`src/hdl/rges_pkg.sv`:
```
// Shared types for the random graph edge skipper: controller states and command/status groups.
package rges_pkg;

    typedef enum logic [0:0] {
        ST_IDLE,
        ST_WALK
    } rges_state_t;

    // Commands from the controller to the datapath
    typedef struct packed {
        logic load;   // take a skip beat and form the new column
        logic step;   // move one row down: col -= row, row += 1
        logic emit;   // write the result into the output register
    } rges_cmd_t;

    // Status from the datapath to the controller
    typedef struct packed {
        logic live;      // row is below the node count
        logic walk;      // column is at least the row and row is live
        logic out_free;  // output register empty or being drained this cycle
    } rges_status_t;

endpackage

```
`src/hdl/random_graph_edge_skipper_top.sv`:
```
// Top level of the random graph edge skipper: stream ports, controller and datapath.
//
// Each input beat carries one geometric skip and yields exactly one output beat: an edge
// (row, column) of the lower triangle, or a finished flag once the row has reached the node
// count. The walk steps across the k rows that the skip carries it over, then writes the
// result into the output register and returns to idle, where the next input beat is
// accepted; the row advance subtracts one row per cycle in a single wide subtractor. A new
// beat is accepted once the previous result sits in the output register, so a waiting
// result does not block the next walk; only the write of the next result waits for the
// output register to drain. node_count is to be written on the cfg channel only while no
// beat is in flight; the block itself does not enforce this. A finished walk resumes if
// node_count is raised again.
module random_graph_edge_skipper_top
    import rges_pkg::*;
#(
    parameter int NODE_WIDTH = 32
)
(
    input  logic        clk,
    input  logic        rst_n,
    // configuration write: node_count
    input  logic        cfg_valid,
    output logic        cfg_ready,
    input  logic [31:0] cfg_data,
    // skip beats
    input  logic        s_tvalid,
    output logic        s_tready,
    input  logic [31:0] s_tdata,   // [31:0] skip_length
    // edge beats
    output logic        m_tvalid,
    input  logic        m_tready,
    output logic [63:0] m_tdata,   // [31:0] edge_row, [63:32] edge_col
    output logic [1:0]  m_tuser    // [0] edge_valid, [1] finished
);

    rges_cmd_t    cmd;
    rges_status_t status;
    logic         edge_valid;
    logic         finished;
    logic [31:0]  edge_row;
    logic [31:0]  edge_col;

    assign cfg_ready = 1'b1;

    rges_ctrl u_ctrl (
        .clk      (clk),
        .rst_n    (rst_n),
        .s_tvalid (s_tvalid),
        .s_tready (s_tready),
        .status   (status),
        .cmd      (cmd)
    );

    rges_dpath #(
        .NODE_WIDTH (NODE_WIDTH)
    ) u_dpath (
        .clk         (clk),
        .rst_n       (rst_n),
        .cfg_valid   (cfg_valid),
        .cfg_data    (cfg_data),
        .skip_length (s_tdata),
        .cmd         (cmd),
        .status      (status),
        .out_valid   (m_tvalid),
        .out_ready   (m_tready),
        .edge_valid  (edge_valid),
        .edge_row    (edge_row),
        .edge_col    (edge_col),
        .finished    (finished)
    );

    // Pack the output beat
    assign m_tdata = {edge_col, edge_row};
    assign m_tuser = {finished, edge_valid};

endmodule

```
`src/hdl/rges_ctrl.sv`:
```
// Controller state machine of the random graph edge skipper.
module rges_ctrl
    import rges_pkg::*;
(
    input  logic         clk,
    input  logic         rst_n,
    input  logic         s_tvalid,
    output logic         s_tready,
    input  rges_status_t status,
    output rges_cmd_t    cmd
);

    rges_state_t state_reg;
    rges_state_t state_next;

    // Hold the state
    always_ff @(posedge clk or negedge rst_n)
    begin
        if (!rst_n)
        begin
            state_reg <= ST_IDLE;
        end
        else
        begin
            state_reg <= state_next;
        end
    end

    // Decide next state and drive datapath commands
    always_comb
    begin
        state_next = state_reg;
        cmd        = '0;
        s_tready   = 1'b0;
        case (state_reg)
            ST_IDLE:
            begin
                s_tready = 1'b1;
                if (s_tvalid)
                begin
                    // a finished walk keeps its state untouched
                    cmd.load   = status.live;
                    state_next = ST_WALK;
                end
            end
            ST_WALK:
            begin
                if (status.walk)
                begin
                    cmd.step = 1'b1;
                end
                else if (status.out_free)
                begin
                    cmd.emit   = 1'b1;
                    state_next = ST_IDLE;
                end
            end
            default:
            begin
                state_next = ST_IDLE;
            end
        endcase
    end

    // A beat is only taken while no walk is in progress
    a_load_idle: assert property (@(posedge clk) disable iff (!rst_n)
        cmd.load |-> state_reg == ST_IDLE)
        else $error("load issued outside idle");

    // A result is never written over one still waiting
    a_emit_free: assert property (@(posedge clk) disable iff (!rst_n)
        cmd.emit |-> status.out_free)
        else $error("emit while output register busy");

    // Stepping and emitting never coincide
    a_step_emit: assert property (@(posedge clk) disable iff (!rst_n)
        !(cmd.step && cmd.emit))
        else $error("step and emit together");

endmodule

```
`src/hdl/rges_dpath.sv`:
```
// Datapath of the random graph edge skipper: node count, row/column walk and output register.
module rges_dpath
    import rges_pkg::*;
#(
    parameter int NODE_WIDTH = 32
)
(
    input  logic         clk,
    input  logic         rst_n,
    input  logic         cfg_valid,
    input  logic [31:0]  cfg_data,
    input  logic [31:0]  skip_length,
    input  rges_cmd_t    cmd,
    output rges_status_t status,
    output logic         out_valid,
    input  logic         out_ready,
    output logic         edge_valid,
    output logic [31:0]  edge_row,
    output logic [31:0]  edge_col,
    output logic         finished
);

    // Stored column width, and a working width that holds column plus a full skip
    localparam int COL_BITS = NODE_WIDTH + 2;
    localparam int COL_WIDE = ((COL_BITS > 33) ? COL_BITS : 33) + 1;

    logic [31:0]                node_count_reg;
    logic [NODE_WIDTH-1:0]      row_reg;
    logic [NODE_WIDTH-1:0]      row_next;
    logic signed [COL_WIDE-1:0] col_reg;
    logic signed [COL_WIDE-1:0] col_next;
    logic                       out_valid_reg;
    logic                       edge_valid_reg;
    logic                       finished_reg;
    logic [31:0]                edge_row_reg;
    logic [31:0]                edge_col_reg;

    logic [NODE_WIDTH-1:0]      limit;
    logic signed [COL_WIDE-1:0] row_wide;
    logic signed [COL_WIDE-1:0] col_start;
    logic signed [COL_WIDE-1:0] col_diff;

    // Node count taken modulo the row width
    assign limit    = NODE_WIDTH'(node_count_reg);
    assign row_wide = COL_WIDE'($signed({1'b0, row_reg}));

    // New column: stored column sign-extended, plus one plus the skip
    assign col_start = COL_WIDE'($signed(col_reg[COL_BITS-1:0]))
                     + COL_WIDE'($signed({1'b0, skip_length})) + COL_WIDE'(1);
    assign col_diff  = col_reg - row_wide;

    assign status.live     = row_reg < limit;
    assign status.walk     = status.live && !col_diff[COL_WIDE-1];
    assign status.out_free = !out_valid_reg || out_ready;

    // Advance the walk
    always_comb
    begin
        row_next = row_reg;
        col_next = col_reg;
        if (cmd.load)
        begin
            col_next = col_start;
        end
        else if (cmd.step)
        begin
            col_next = col_diff;
            row_next = row_reg + NODE_WIDTH'(1);
        end
    end

    // Hold configuration and walk state
    always_ff @(posedge clk or negedge rst_n)
    begin
        if (!rst_n)
        begin
            node_count_reg <= 32'd2;
            row_reg        <= NODE_WIDTH'(1);
            col_reg        <= '1;
        end
        else
        begin
            if (cfg_valid)
            begin
                node_count_reg <= cfg_data;
            end
            row_reg <= row_next;
            col_reg <= col_next;
        end
    end

    // Output beat valid flag
    always_ff @(posedge clk or negedge rst_n)
    begin
        if (!rst_n)
        begin
            out_valid_reg <= 1'b0;
        end
        else if (cmd.emit)
        begin
            out_valid_reg <= 1'b1;
        end
        else if (out_ready)
        begin
            out_valid_reg <= 1'b0;
        end
    end

    // Output beat payload
    always_ff @(posedge clk)
    begin
        if (cmd.emit)
        begin
            edge_valid_reg <= status.live;
            finished_reg   <= !status.live;
            edge_row_reg   <= status.live ? 32'(row_reg) : 32'd0;
            edge_col_reg   <= status.live ? 32'(col_reg) : 32'd0;
        end
    end

    assign out_valid  = out_valid_reg;
    assign edge_valid = edge_valid_reg;
    assign finished   = finished_reg;
    assign edge_row   = edge_row_reg;
    assign edge_col   = edge_col_reg;

    // Each step moves exactly one row down
    a_row_step: assert property (@(posedge clk) disable iff (!rst_n)
        cmd.step |=> row_reg == $past(row_reg) + NODE_WIDTH'(1))
        else $error("row did not advance by one");

    // An emitted edge lies strictly below the diagonal
    a_edge_lower: assert property (@(posedge clk) disable iff (!rst_n)
        (cmd.emit && status.live) |-> (col_reg >= 0 && col_reg < row_wide))
        else $error("edge column outside lower triangle");

    // The row never moves past the node count while walking
    a_row_bound: assert property (@(posedge clk) disable iff (!rst_n)
        cmd.step |=> row_reg <= limit)
        else $error("row stepped beyond node count");

endmodule
```
`config.mk`:
```
export PLATFORM = sky130hd
export DESIGN_NAME = random_graph_edge_skipper_top
export DESIGN_NICKNAME = d
export VERILOG_FILES = /design/src/hdl/rges_pkg.sv /design/src/hdl/random_graph_edge_skipper_top.sv /design/src/hdl/rges_ctrl.sv /design/src/hdl/rges_dpath.sv
export SDC_FILE = /design/constraint.sdc
export NUM_CORES = 1
export LEC_CHECK = 0
export BUFFER_PORTS_ARGS = -buffer_cell sky130_fd_sc_hd__buf_2
export CAP_MARGIN = 20
export CORE_ASPECT_RATIO = 0.8
export CORE_MARGIN = 5
export CORE_UTILIZATION = 53
export CTS_CLUSTER_SIZE = 30
export DETAILED_ROUTE_END_ITERATION = 8
export GPL_TIMING_DRIVEN = 0
export PLACE_DENSITY_LB_ADDON = 0.05
export SLEW_MARGIN = 40
export SYNTH_ARGS = -nofsm -noshare
export SYNTH_HDL_FRONTEND = slang
export SYNTH_SLANG_ARGS = --single-unit
```
`constraint.sdc`:
```
create_clock -name clk -period 6.1 [get_ports clk]
set_clock_uncertainty 0.15 [all_clocks]
set_input_delay 0.915 -clock clk [delete_from_list [all_inputs] [get_ports clk]]
set_output_delay 0.915 -clock clk [all_outputs]
set_load 0.01 [all_outputs]
```
======== Word level (Yosys, flattened, before mapping) ========
Index checks and enable logic that the tools add are counted.
storage, ports and cells
  register bits ........................... 167
  memories kept ........................... 0
  bits in latches ......................... 0
  bits in writable memories ............... 0
  ROM bits ................................ 0
  bits of input ports ..................... 69
  output and inout bits ................... 69
  word-level logic and storage cells ...... 39
cells by class
  bitwise gates (word level) .............. 2
  div/mod/pow operators ................... 0
  magnitude comparators ................... 1
  equality and inequality tests ........... 0
  muxes and demuxes ....................... 15
  reduce and logical (&&, ||, !) cells .... 8
  shifts and indexed selects .............. 0
  $mul .................................... 0
  add/subtract/negate cells ............... 4
operators with widths
  cell                   count
  $mux 35                2
  $add 34x33->35         1
  $add 35x2->35 const B  1
  $sub 35x33->35         1
  $add 32x1->32 const B  1
  $lt 32x32->1           1
  $mux 1                 11
  $reduce_bool 2->1      2
  $logic_not 1->1        3
  $mux 2                 1
  $not 1->1              2
  $pmux 1 s2             1
  $reduce_and 2->1       1
  $logic_and 1x1->1      1
  $logic_or 1x1->1       1

======== Logic depth before layout (Yosys ltp) ========
Gate-level depths: netlist (run 1).
  depth after elaboration ................. 7
  depth in mapped cells ................... 14
  mapped depth without buffers ............ 14

======== By module ========
From an unflattened synthesis (run 1), not the netlist that was laid out.
second synthesis, totals
  cell total of the unflattened synthesis .. 1193
  area total of the unflattened synthesis .. 11162.0 um2
modules (own cells, without submodules)
  module                         times used  area an instance (um2)  cells each  sequential area each (um2)
  rges_dpath                     1           11076.9                 1182        4530.6
  rges_ctrl                      1           58.8                    7           25.0
  random_graph_edge_skipper_top  1           26.3                    4           0.0

======== Least setup slack after synthesis (run 1) ========
No wires, ideal clock.
  kind .................................... reg2reg
  start ................................... register u_dpath.row_reg[0]
  end ..................................... register u_dpath.edge_col_reg[0], in the netlist u_dpath.edge_col[0], enable pin
  setup slack ............................. -0.160 ns
  required time ........................... 5.436 ns
  data arrival time ....................... 5.596 ns
  path buffers ............................ 0
  period minus slack after synthesis ...... 6.260 ns
  library setup time ...................... 0.514 ns
  stages on the path, launching flop included .. 12
  cells stage by stage .................... dfstp_2 > ha_1 > fa_1 > nor2b_4 > o31a_1 > o31a_1 > a211oi_4 > o2111a_1 > a311oi_4 > nand2_1 > nand2_1 > a21oi_1
RTL lines
  item                    line               source
  start, declared         rges_dpath.sv:28   logic [NODE_WIDTH-1:0] row_reg;
  start signal, assigned  rges_dpath.sv:87   row_reg <= row_next;
  end signal, assigned    rges_dpath.sv:117  edge_col_reg <= status.live ? 32'(col_reg) : 32'd0;
  end, declared           rges_dpath.sv:36   logic [31:0] edge_col_reg;

======== Final worst setup path (run 1) ========
  start ................................... register u_dpath.row_reg[3]
  end ..................................... register u_dpath.row_reg[11]
between the ends
  word-level cells in the longest chain between the ends .. 6
  elaborated cells on any way between the ends .. 11
  those cells by class .................... add/sub: 2; order compare: 1; mux: 4; bitwise: 1; reduce/logical: 3
ends and longest elaborated chain
  item                        line              source
  $sub 35x33->35              rges_dpath.sv:50  assign col_diff = col_reg - row_wide;
  $logic_not 1->1             rges_dpath.sv:53  assign status.walk = status.live && !col_diff[COL_WIDE-1];
  $logic_and 1x1->1           rges_dpath.sv:53
  $mux 1                      rges_ctrl.sv:48   if (status.walk)
  $mux 2                      rges_ctrl.sv:35   case (state_reg)
  $reduce_and 2->1 (no line)  -
Several ways; a longest one is shown, not always the timed one.
A chain may end at the register's enable or synchronous reset.

==> results.yml, run 1 <==
clock_network:
  cts_buffer_depth: 2
  numCtsBuffers: 17
  clk_latency_ns: 0.44
  postCtsResizedCells: 0
  cts_num_sinks: 167
  h-tree-depth: 4
  tritoncts: "built"
  ctsHoldBuffers: 0
  clk_pin_slew_ns: 0.07
  cts-root-buf: "clkbuf_16"
  cts_setup_buffers: 0
power:
  pwr-share-seq_pct: 28.8
  internal_power_w: 0.00370
  pwr-share-clk_pct: 16.8
  power_density_mw_per_mm2: 525
  p_sw_share_pct: 43.4
  p_total_w: 0.00655
  switchingPower_w: 0.00284
  pwr-share-comb_pct: 54.3
  p_leak_nw: 5.48
  ir_drop_uv: 282
logic_synthesis:
  syn_area_per_cell_um2: 9.44
  syn_nets: 1306
  synth.yosys.seq_area_share_pct: 42.3
  ys.flop_type: "edfxtp_1"
  netlist_instances: 1139
  synthArstFlopShare_pct: 60.5
  synth_edf_count: 66
  ys_ff_latch: 167
  synth_cell_types: 64
  netlist_area_mm2: 0.0108
  yosysWarningCount: 0
grt:
  antenna_found_initial: 0
  grt_pass1_vias: 8715
  grt_pass1_wl_mm: 44.7
  grt_max_degree: 69
  grt_use_total_pct: 24.1
  globalRouteOverflowTotal: 0
detailed_routing:
  dr.pass1.iters: 5
  vias: 8862
  wire_per_inst_um: 17.6
  drc_errors: 0
  drt_iter0_markers: 652
  wl_mm: 27.7
  viasPerCell: 5.63
  detail-route-antenna-nets: 0
sta:
  rsz0062_at_grt: "false"
  fmax_ghz: 0.225
  slew_headroom_pct: 50.0
  min_period_over_period_pct: 72.8
  hold_violations: 0
  slew_violations: 0
  setup_tns_ns: 0
  worst_pin_slew_ns: 0.750
  post-route-min-period_ns: 4.44
  setup_viol: 0
die:
  die_h_um: 137
  die_area_mm2: 0.0233
  fp-row-count: 46
  die_width_um: 169
  core_area_mm2: 0.0199
  initial_core_util_pct: 54.0
  io_pins: 138
worst_setup_path:
  reg2reg_slack_ns: 1.66
  cp.arrival_ns: 4.61
  slowest_stage: "dfrtp_1"
  r2r-end: "u_dpath.row_reg[11]$_DFFE_PN0P_"
  start_kind: "flip-flop"
  reg2reg_from: "u_dpath.row_reg[3]$_DFFE_PN0P_"
  crit_chain: "inv_1, ha_1, o21a_1, o31a_1, o31a_1, a211oi_4, nor2_1, a311oi_4, nand3_4, nor3_4, buf_6, nand3_1, xnor2_1"
  critPathMaxFanout: 10
  endpoint_kind: "flip-flop"
  crit_path_frequent_cell: "o31a_1"
  slowest_delay_ns: 0.58
  required_ns: 6.27
  r2r_cells: 13
  setup.worst_path.class: "flip-flop to flip-flop"
placed_design:
  port_buffers: 135
  gp_congestion: 0.934
  hpwl_mm: 21.4
  dp.cells: 1543
hold_path:
  hold_path.class: "flip-flop to flip-flop"
  hp-start: "u_dpath.col_reg[33]$_DFFE_PN1P_"
  hold-path-cell-count: 1
  hold_end: "u_dpath.col_reg[33]$_DFFE_PN1P_"
layout:
  num_antenna_cells: 0
  largest_reg_flops: 35
  drive_gt1_share_pct: 17.7
  mostFrequentLayoutCells: "buf_2 (140), a21oi_1 (103), nand2_1 (96), ha_1 (96), inv_1 (84)"
  postLayoutCoreUtil_pct: 62.6
  nFillCells: 1797
  stdcell_count: 1575
  layout_commonest_cell: "buf_2"
  area_growth_syn_to_layout_pct: 15.8
  fin_nets: 1465
outcome:
  run_status: "complete, no violations"
run:
  drv_cap: 0
[cells by family (layout without fill, tap and decap cells)]
| family | Yosys count | after routing | synth area share (%) |
|---|---|---|---|
| adders and majority gates | 98 | 98 | 11.5 |
| buffers and inverters | 134 | 306 | 4.95 |
| AOI/OAI and AO/OA | 314 | 314 | 18.4 |
| DFF | 167 | 167 | 42.3 |
| and+or+nand+nor | 334 | 334 | 15.3 |
| other | 1 | 1 | 0.0349 |
| muxes | 4 | 4 | 0.395 |
| xor gates and xnor gates | 87 | 87 | 7.08 |
[routing by layer]
metal  vias up  global-route usage [%]  share of wire (%)  wire length, um
met1      4201                    34.5                 47            13100
met4         0                    6.03                1.3              372
li1       4384                       -                  -                -
met3        32                    4.73                5.8             1610
met2       245                    38.1                 45            12600
met5         -                       0                  0                0
[power by group through the flow]
stage / combinational, W / clock [W] / sequential, W
floorplan: 0.00262 / 0 / 0.00186
global placement: 0.00341 / 0 / 0.00193
global route: 0.00396 / 0.00117 / 0.00192
finish: 0.00356 / 0.00110 / 0.00189
CTS: 0.00353 / 0.00112 / 0.00189
detailed placement: 0.00350 / 0 / 0.00191
[how the worst max path moves through the flow]
stage / startpoint / to / slack (ns) / cells past startpoint
final: u_dpath.row_reg[3]$_DFFE_PN0P_ / u_dpath.row_reg[11]$_DFFE_PN0P_ / 1.66 / 13
after floorplan: u_dpath.row_reg[0]$_DFFE_PN1P_ / u_dpath.edge_col[0]$_SDFFCE_PP0P_ / 1.35 / 11
after global placement: u_dpath.row_reg[3]$_DFFE_PN0P_ / u_dpath.edge_col[3]$_SDFFCE_PP0P_ / -0.06 / 11
after global routing: u_dpath.row_reg[3]$_DFFE_PN0P_ / u_dpath.col_reg[14]$_DFFE_PN1P_ / 1.48 / 13
after CTS: u_dpath.row_reg[3]$_DFFE_PN0P_ / u_dpath.row_reg[11]$_DFFE_PN0P_ / 1.77 / 13
after detailed placement: s_tdata[0] / u_dpath.col_reg[34]$_DFFE_PN1P_ / 1.68 / 15
[Yosys cell counts, drive strengths merged, types with 5 or more instances]
library cell  instances  share of area, %
o21a                  7              0.49
nand4                17              0.99
inv                  84               2.9
nand2b                7              0.41
buf                  11              0.66
nor2b                12              0.77
edfxtp               66                18
a21o                 26               1.8
a211oi               30               2.2
o21bai               10              0.70
and4                  5              0.41
xnor2                62               5.0
o21ai                79               3.7
nor4                  5              0.29
and3                 14              0.81
a21oi               104               4.8
dfstp                37               9.0
nand3                37               1.8
nor2                 81               2.8
and2                 39               2.3
clkbuf               38               1.3
a31oi                 9              0.52
nand2                96               3.3
ha                   96                11
xor2                 25               2.0
nor3                 13              0.81
dfrtp                64                15
[critical path, delay by kind of cell (launching register included)]
kind | cells | cell delay, ns
adders and majority gates | 1 | 0.39
DFF | 1 | 0.58
buffers and inverters | 2 | 0.45
AOI/OAI and AO/OA | 5 | 1.54
and+or+nand+nor | 4 | 1.01
xor gates and xnor gates | 1 | 0.17
[layout make-up]
cell class	instances	area, um^2	area share [%]
clock buffers	19	454	3.65
multi-input cells	838	5680	45.6
well taps	264	330	2.65
inverters	85	319	2.56
plain buffers	49	214	1.72
flip-flops and latches	167	4560	36.6
clock inverters	13	131	1.05
repair buffers	140	773	6.21
[through the flow]
| step | area, um^2 | hold slack, ns | worst slack [ns] |
|---|---|---|---|
| 4_1_cts | 12500 | 0.355 | 1.77 |
| 2_1_floorplan | 10800 | 0.319 | 1.35 |
| 3_3_place_gp | 11800 | 0.338 | -0.0569 |
| 6_report | 12500 | 0.358 | 1.66 |
| 5_1_grt | 12500 | 0.373 | 1.48 |
| 3_5_place_dp | 11900 | 0.345 | 1.68 |
(Power assumes the default switching activity.)
==> run 2: changes to the inputs <==
--- a/config.mk
+++ b/config.mk
@@ -5,11 +5,12 @@
 export SDC_FILE = /design/constraint.sdc
 export NUM_CORES = 1
 export LEC_CHECK = 0
+export ABC_AREA = 1
 export BUFFER_PORTS_ARGS = -buffer_cell sky130_fd_sc_hd__buf_2
 export CAP_MARGIN = 20
 export CORE_ASPECT_RATIO = 0.8
 export CORE_MARGIN = 5
-export CORE_UTILIZATION = 53
+export CORE_UTILIZATION = 55
 export CTS_CLUSTER_SIZE = 30
 export DETAILED_ROUTE_END_ITERATION = 8
 export GPL_TIMING_DRIVEN = 0
==> constraint.sdc (replaced) <==
create_clock -name clk -period 4.2 [get_ports clk]
set_clock_uncertainty 0.15 [all_clocks]
set_input_delay 0.63 -clock clk [delete_from_list [all_inputs] [get_ports clk]]
set_output_delay 0.63 -clock clk [all_outputs]
set_load 0.01 [all_outputs]
==> run 2 against run 1 <==
Net effect: clock-buffer cell count increased by 5; design area increased by 17%; worst setup slack worse by 1.1 ns; sequential power increased by 50%; final cell count is 51% higher; register-to-register slack got worse by 1.1 ns; critical endpoint is now u_dpath.edge_col[11]$_SDFFCE_PP0P_; largest power group unchanged; highest routed layer unchanged.
==> results.yml, run 2 <==
run:
  drv_cap: 0
layout:
  largest_reg_flops: 35
  postLayoutCoreUtil_pct: 62.8
  fin_nets: 2214
  fin_area_mm2: 0.0146
  drive_gt1_share_pct: 11.7
  nFillCells: 2207
  layout_commonest_cell: "nand2_1"
  area_growth_syn_to_layout_pct: 13.4
  mostFrequentLayoutCells: "nand2_1 (687), inv_1 (259), nor2_1 (214)"
  num_antenna_cells: 0
logic_synthesis:
  netlist_instances: 1889
  syn_area_per_cell_um2: 6.81
  syn_nets: 2056
  ys.flop_type: "edfxtp_1"
  synth_compound_area_share_pct: 7.30
  synth_top_family_by_area: "simple AND/OR/NAND/NOR gates"
  netlist_area_mm2: 0.0129
  synth.yosys.seq_area_share_pct: 35.4
  synth_area_leaders: "nand2_1 (20%), edfxtp_1 (15%), dfrtp_1 (12%)"
  yosysWarningCount: 0
  netlist_top_cells_count: "nand2_1 (687), inv_1 (259), nor2_1 (215)"
  synth_fa_ha_area_share_pct: 9.65
  synth_xor_xnor_area_share_pct: 4.63
  synth_edf_count: 66
  yosysTopAreaCellShare_pct: 20.0
  synth_mux_area_share_pct: 0
  synthArstFlopShare_pct: 60.5
  synth_most_common_cell: "nand2_1"
  synth_cell_types: 34
  yosys.area_share.simple_pct: 33.6
  yosys.area.top_type: "nand2_1"
  ys_ff_latch: 167
clock_network:
  ctsHoldBuffers: 0
  cts_setup_buffers: 0
  numCtsBuffers: 17
  tritoncts: "built"
  clk_latency_ns: 0.45
  cts_num_sinks: 167
  postCtsResizedCells: 0
  clk_pin_slew_ns: 0.07
  h-tree-depth: 4
  cts_buffer_depth: 2
  cts-root-buf: "clkbuf_16"
worst_setup_path:
  start_kind: "flip-flop"
  critPathMaxFanout: 20
  required_ns: 4.19
  setup.worst_path.class: "flip-flop to flip-flop"
  cp.arrival_ns: 3.62
  endpoint_kind: "flip-flop"
  reg2reg_slack_ns: 0.57
grt:
  grt_pass1_wl_mm: 61.9
  grt_use_total_pct: 29.5
  globalRouteOverflowTotal: 0
  antenna_found_initial: 0
  grt_max_degree: 71
  grt_pass1_vias: 11300
sta:
  rsz0062_at_grt: "false"
  min_period_over_period_pct: 86.5
  slew_violations: 0
  setup_viol: 0
  fmax_ghz: 0.275
  worst_pin_slew_ns: 0.739
  post-route-min-period_ns: 3.63
  hold_violations: 0
  setup_tns_ns: 0
  slew_headroom_pct: 50.7
die:
  io_pins: 138
  core_area_mm2: 0.0232
  die_h_um: 147
  die_width_um: 181
  die_area_mm2: 0.0266
  initial_core_util_pct: 55.4
  fp-row-count: 50
detailed_routing:
  vias: 12600
  drt_iter0_markers: 1322
  wire_per_inst_um: 16.9
  dr.pass1.iters: 6
  wl_mm: 40.1
  viasPerCell: 5.32
  drc_errors: 0
  detail-route-antenna-nets: 0
placed_design:
  gp_congestion: 0.946
  dpl_cell_area_mm2: 0.0140
  hpwl_mm: 32.6
  port_buffers: 135
power:
  p_leak_nw: 7.69
  ir_drop_uv: 430
  power_density_mw_per_mm2: 769
outcome:
  run_status: "complete, no violations"
hold_path:
  hold_path.class: "input port to asynchronous set/reset pin"
[run 2: worst max-delay path, stage by stage (launching register included)]
cell,delay [ns]
dfstp_2,0.53
inv_1,0.07
ha_1,0.26
fa_1,0.46
nand3b_1,0.21
nand3_2,0.12
nand2_1,0.08
nand2_2,0.13
nand2_1,0.10
nand3_1,0.08
nand2_1,0.11
nand2_1,0.09
nand2_1,0.11
nor2_4,0.38
buf_16,0.22
buf_8,0.21
[run 2: cells by family after synthesis]
group / Yosys count
other cells: 1
flops: 167
simple gates: 1074
fa+ha+maj: 98
xor+xnor: 68
compound gates: 178
buf+inv: 303
[run 2: metal layers]
| metal | routed length [um] | share of wire (%) | global-route usage [%] |
|---|---|---|---|
| met5 | 0 | 0 | 0 |
| met4 | 455 | 1.1 | 5.14 |
| met3 | 3280 | 8.2 | 5.22 |
| met2 | 16400 | 41 | 42.1 |
| met1 | 20000 | 50 | 47.3 |
[run 2: report_power, final]
group	leakage [nW]	switching, W	internal, W	total (W)
Sequential	1.85	0.000399	0.00244	0.00284
Clock	0.274	0.000707	0.000820	0.00153
Combinational	5.57	0.00454	0.00231	0.00684
Total	7.69	0.00564	0.00557	0.0112
[run 2: final timing paths]
| path | startpoint | end | depth (start not counted) |
|---|---|---|---|
| worst max-delay path | u_dpath.col_reg[0]$_DFFE_PN1P_ | u_dpath.edge_col[11]$_SDFFCE_PP0P_ | 15 |
| worst min-delay path | rst_n | u_dpath.col_reg[5]$_DFFE_PN1P_ | 1 |
| worst max register to register | u_dpath.col_reg[0]$_DFFE_PN1P_ | u_dpath.edge_col[11]$_SDFFCE_PP0P_ | 15 |
| worst min register to register | u_dpath.col_reg[0]$_DFFE_PN1P_ | u_dpath.col_reg[0]$_DFFE_PN1P_ | 2 |
| max in group asynchronous | rst_n | u_dpath.row_reg[30]$_DFFE_PN0P_ | 2 |
| min in group clk | cfg_data[31] | u_dpath.limit[31]$_DFFE_PN0P_ | 3 |
[run 2: metrics by stage]
step | hold WS (ns) | std cells | power (W) | worst slack [ns]
floorplan | 0.184 | 1889 | 0.00756 | 0.690
global placement | 0.324 | 2336 | 0.00936 | -0.119
detailed placement | 0.331 | 2340 | 0.00958 | 0.573
CTS | 0.137 | 2372 | 0.0111 | 0.572
global route | 0.161 | 2372 | 0.0122 | 0.428
finish | 0.143 | 2372 | 0.0112 | 0.566
[run 2: cell type report]
| cell class | count | area (um^2) | area share [%] |
|---|---|---|---|
| flip-flops and latches | 167 | 4560 | 31.2 |
| repair buffers | 139 | 771 | 5.29 |
| well taps | 312 | 390 | 2.68 |
| clock buffers | 24 | 485 | 3.33 |
| clock inverters | 8 | 62.6 | 0.429 |
| multi-input cells | 1419 | 7110 | 48.8 |
| plain buffers | 41 | 224 | 1.54 |
| inverters | 262 | 983 | 6.74 |
==> run 3: changes to the inputs <==
--- a/config.mk
+++ b/config.mk
@@ -8,12 +8,15 @@
 export ABC_AREA = 1
 export BUFFER_PORTS_ARGS = -buffer_cell sky130_fd_sc_hd__buf_2
 export CAP_MARGIN = 20
+export CELL_PAD_IN_SITES_DETAIL_PLACEMENT = 1
+export CELL_PAD_IN_SITES_GLOBAL_PLACEMENT = 2
 export CORE_ASPECT_RATIO = 0.8
 export CORE_MARGIN = 5
-export CORE_UTILIZATION = 55
-export CTS_CLUSTER_SIZE = 30
+export CORE_UTILIZATION = 34
+export CTS_CLUSTER_SIZE = 14
 export DETAILED_ROUTE_END_ITERATION = 8
 export GPL_TIMING_DRIVEN = 0
+export MAX_ROUTING_LAYER = met4
 export PLACE_DENSITY_LB_ADDON = 0.05
 export SLEW_MARGIN = 40
 export SYNTH_ARGS = -nofsm -noshare
==> run 3 against run 2 <==
Net effect: via count fell by 1.1%; routed wire length rose by 22%; clock power rose by 16%; die area rose by 58%; highest routed layer unchanged; total power rose by 5.4%; worst setup slack got worse by 0.14 ns; non-clock buffer count did not move; clock-buffer cell count fell by 2; sequential cell count did not move; largest cell class unchanged; sequential share of layout area fell by 0.64 points.
==> results.yml, run 3 (synthesis results as in run 2) <==
outcome:
  run_status: "complete, no violations"
layout:
  largest_reg_flops: 35
  layout_commonest_cell: "nand2_1"
  fin_nets: 2214
  multi_input_area_mm2: 0.00711
  regArea_mm2: 0.00456
  stdcell_count: 2548
  drive_gt1_share_pct: 11.7
  nFillCells: 4829
  mostFrequentLayoutCells: "nand2_1 (687), inv_1 (259), nor2_1 (214)"
  area_growth_syn_to_layout_pct: 15.7
clock_network:
  cts_setup_buffers: 0
  clk_latency_ns: 0.47
  numCtsBuffers: 17
  ctsHoldBuffers: 0
  cts_buffer_depth: 2
  tritoncts: "built"
  postCtsResizedCells: 0
  clk_pin_slew_ns: 0.07
  cts_num_sinks: 167
  h-tree-depth: 4
  cts-root-buf: "clkbuf_16"
placed_design:
  hpwl_mm: 40.7
  dp_slack_ns: 0.401
  port_buffers: 135
  gp_congestion: 0.897
  dp.cells: 2515
grt:
  grt_use_total_pct: 24.1
  grt_max_degree: 67
  antenna_found_initial: 1
  grt_pass1_wl_mm: 74.4
  grt_pass1_vias: 12400
  globalRouteOverflowTotal: 0
sta:
  rsz0062_at_grt: "false"
  hold_slack_ns: 0.129
  slew_headroom_pct: 47.2
  slew_violations: 0
  worst_pin_slew_ns: 0.793
  min_period_over_period_pct: 90.0
  post-route-min-period_ns: 3.78
  hold_violations: 0
  fin_ws_ns: 0.421
  setup_viol: 0
  fmax_ghz: 0.265
die:
  fp-row-count: 63
  die_area_mm2: 0.0419
  die_width_um: 227
  io_pins: 138
  core_area_mm2: 0.0372
  die_h_um: 184
  initial_core_util_pct: 34.6
power:
  ir_drop_uv: 477
  power_density_mw_per_mm2: 793
  p_leak_nw: 7.72
worst_setup_path:
  critPathMaxFanout: 23
  slowest_delay_ns: 0.53
  endpoint_kind: "flip-flop"
  cp.arrival_ns: 3.79
  path_buf_inv: 3
  crit_path_frequent_cell: "nand2_1"
  slowest_stage: "dfstp_2"
  required_ns: 4.21
  setup.worst_path.class: "flip-flop to flip-flop"
  start_kind: "flip-flop"
  cp_top_family: "simple AND/OR/NAND/NOR gates"
  crit_chain: "inv_1, ha_1, fa_1, nand3b_1, nand3_2, nand2_1, nand2_2, nand2_1, nand3_1, nand2_1, nand2_1, nand2_1, nor2_4, buf_8, buf_8"
detailed_routing:
  dr.pass1.iters: 5
  viasPerCell: 4.90
  wl_mm: 48.8
  vias: 12500
  detail-route-antenna-nets: 0
  drc_errors: 0
  wire_per_inst_um: 19.1
  drt_iter0_markers: 910
hold_path:
  hold_path.class: "input port to asynchronous set/reset pin"
run:
  drv_cap: 0
run 3: changes by cell type in the layout (fill, tap and decap cells not counted):
| cell | change |
|---|---|
| clkbuf_1 | +1 |
| inv_4 | -2 |
| clkbuf_8 | -3 |
| clkinvlp_4 | +1 |
| clkbuf_4 | -1 |
| bufinv_16 | +4 |
| clkbuf_16 | +1 |
| diode_2 | +1 |
| clkinv_4 | -2 |
| clkinv_2 | +1 |
run 3: path summary, 6_finish.rpt:
kind                                                 from                                end  slack (ns)  cells past startpoint
hold / removal                                      rst_n     u_dpath.col_reg[2]$_DFFE_PN1P_        0.13                      1
setup reg to reg           u_dpath.col_reg[0]$_DFFE_PN1P_  u_dpath.edge_col[3]$_SDFFCE_PP0P_        0.42                     15
setup / recovery           u_dpath.col_reg[0]$_DFFE_PN1P_  u_dpath.edge_col[3]$_SDFFCE_PP0P_        0.42                     15
max in group asynchronous                           rst_n      u_dpath.limit[27]$_DFFE_PN0P_        3.33                      2
min in group clk                              cfg_data[5]       u_dpath.limit[5]$_DFFE_PN0P_        0.22                      3
hold reg to reg            u_dpath.col_reg[0]$_DFFE_PN1P_     u_dpath.col_reg[0]$_DFFE_PN1P_        0.34                      2
run 3: per-stage QoR:
step / total power (W) / instance area, um^2 / utilization, % / setup TNS, ns
2_1_floorplan: 0.00756 / 12900 / - / 0
3_3_place_gp: 0.00985 / 14200 / 38.1 / -20.73
3_5_place_dp: 0.0101 / 14300 / 38.3 / 0
4_1_cts: 0.0119 / 14900 / 40.0 / 0
5_1_grt: 0.0129 / 14900 / 40.0 / 0
6_report: 0.0118 / 14900 / 40.0 / 0
run 3: layout make-up:
| type | instances | area share, % |
|---|---|---|
| multi-input combinational | 1419 | 47.8 |
| sequential | 167 | 30.6 |
| inverter | 262 | 6.61 |
| timing repair buffer | 139 | 5.18 |
| tap | 487 | 4.09 |
| clock buffer | 22 | 3.13 |
| buffer | 41 | 1.50 |
| clock inverter | 10 | 1.11 |
| antenna | 1 | 0.0168 |
run 3: worst reg2reg max path, cell delays in order (launching register included):
cell      delay (ns)
dfstp_2         0.53
inv_1           0.08
ha_1            0.28
fa_1            0.43
nand3b_1        0.21
nand3_2         0.14
nand2_1         0.09
nand2_2         0.15
nand2_1         0.10
nand3_1         0.08
nand2_1         0.10
nand2_1         0.08
nand2_1         0.11
nor2_4          0.42
buf_8           0.26
buf_8           0.25
run 3: per-layer routing:
layer	part of all wire (%)	global-route usage, %	wire length (um)	vias to the layer above
met5	0	-	0	-
met4	0.95	4.11	464	0
met3	4.7	4.05	2290	27
met2	40	33.1	19800	229
met1	54	37.5	26300	5937
li1	-	-	-	6292
run 3: power by group:
group          switching (W)  internal [W]
clock               0.000741       0.00104
sequential          0.000428       0.00244
combinational        0.00485       0.00231
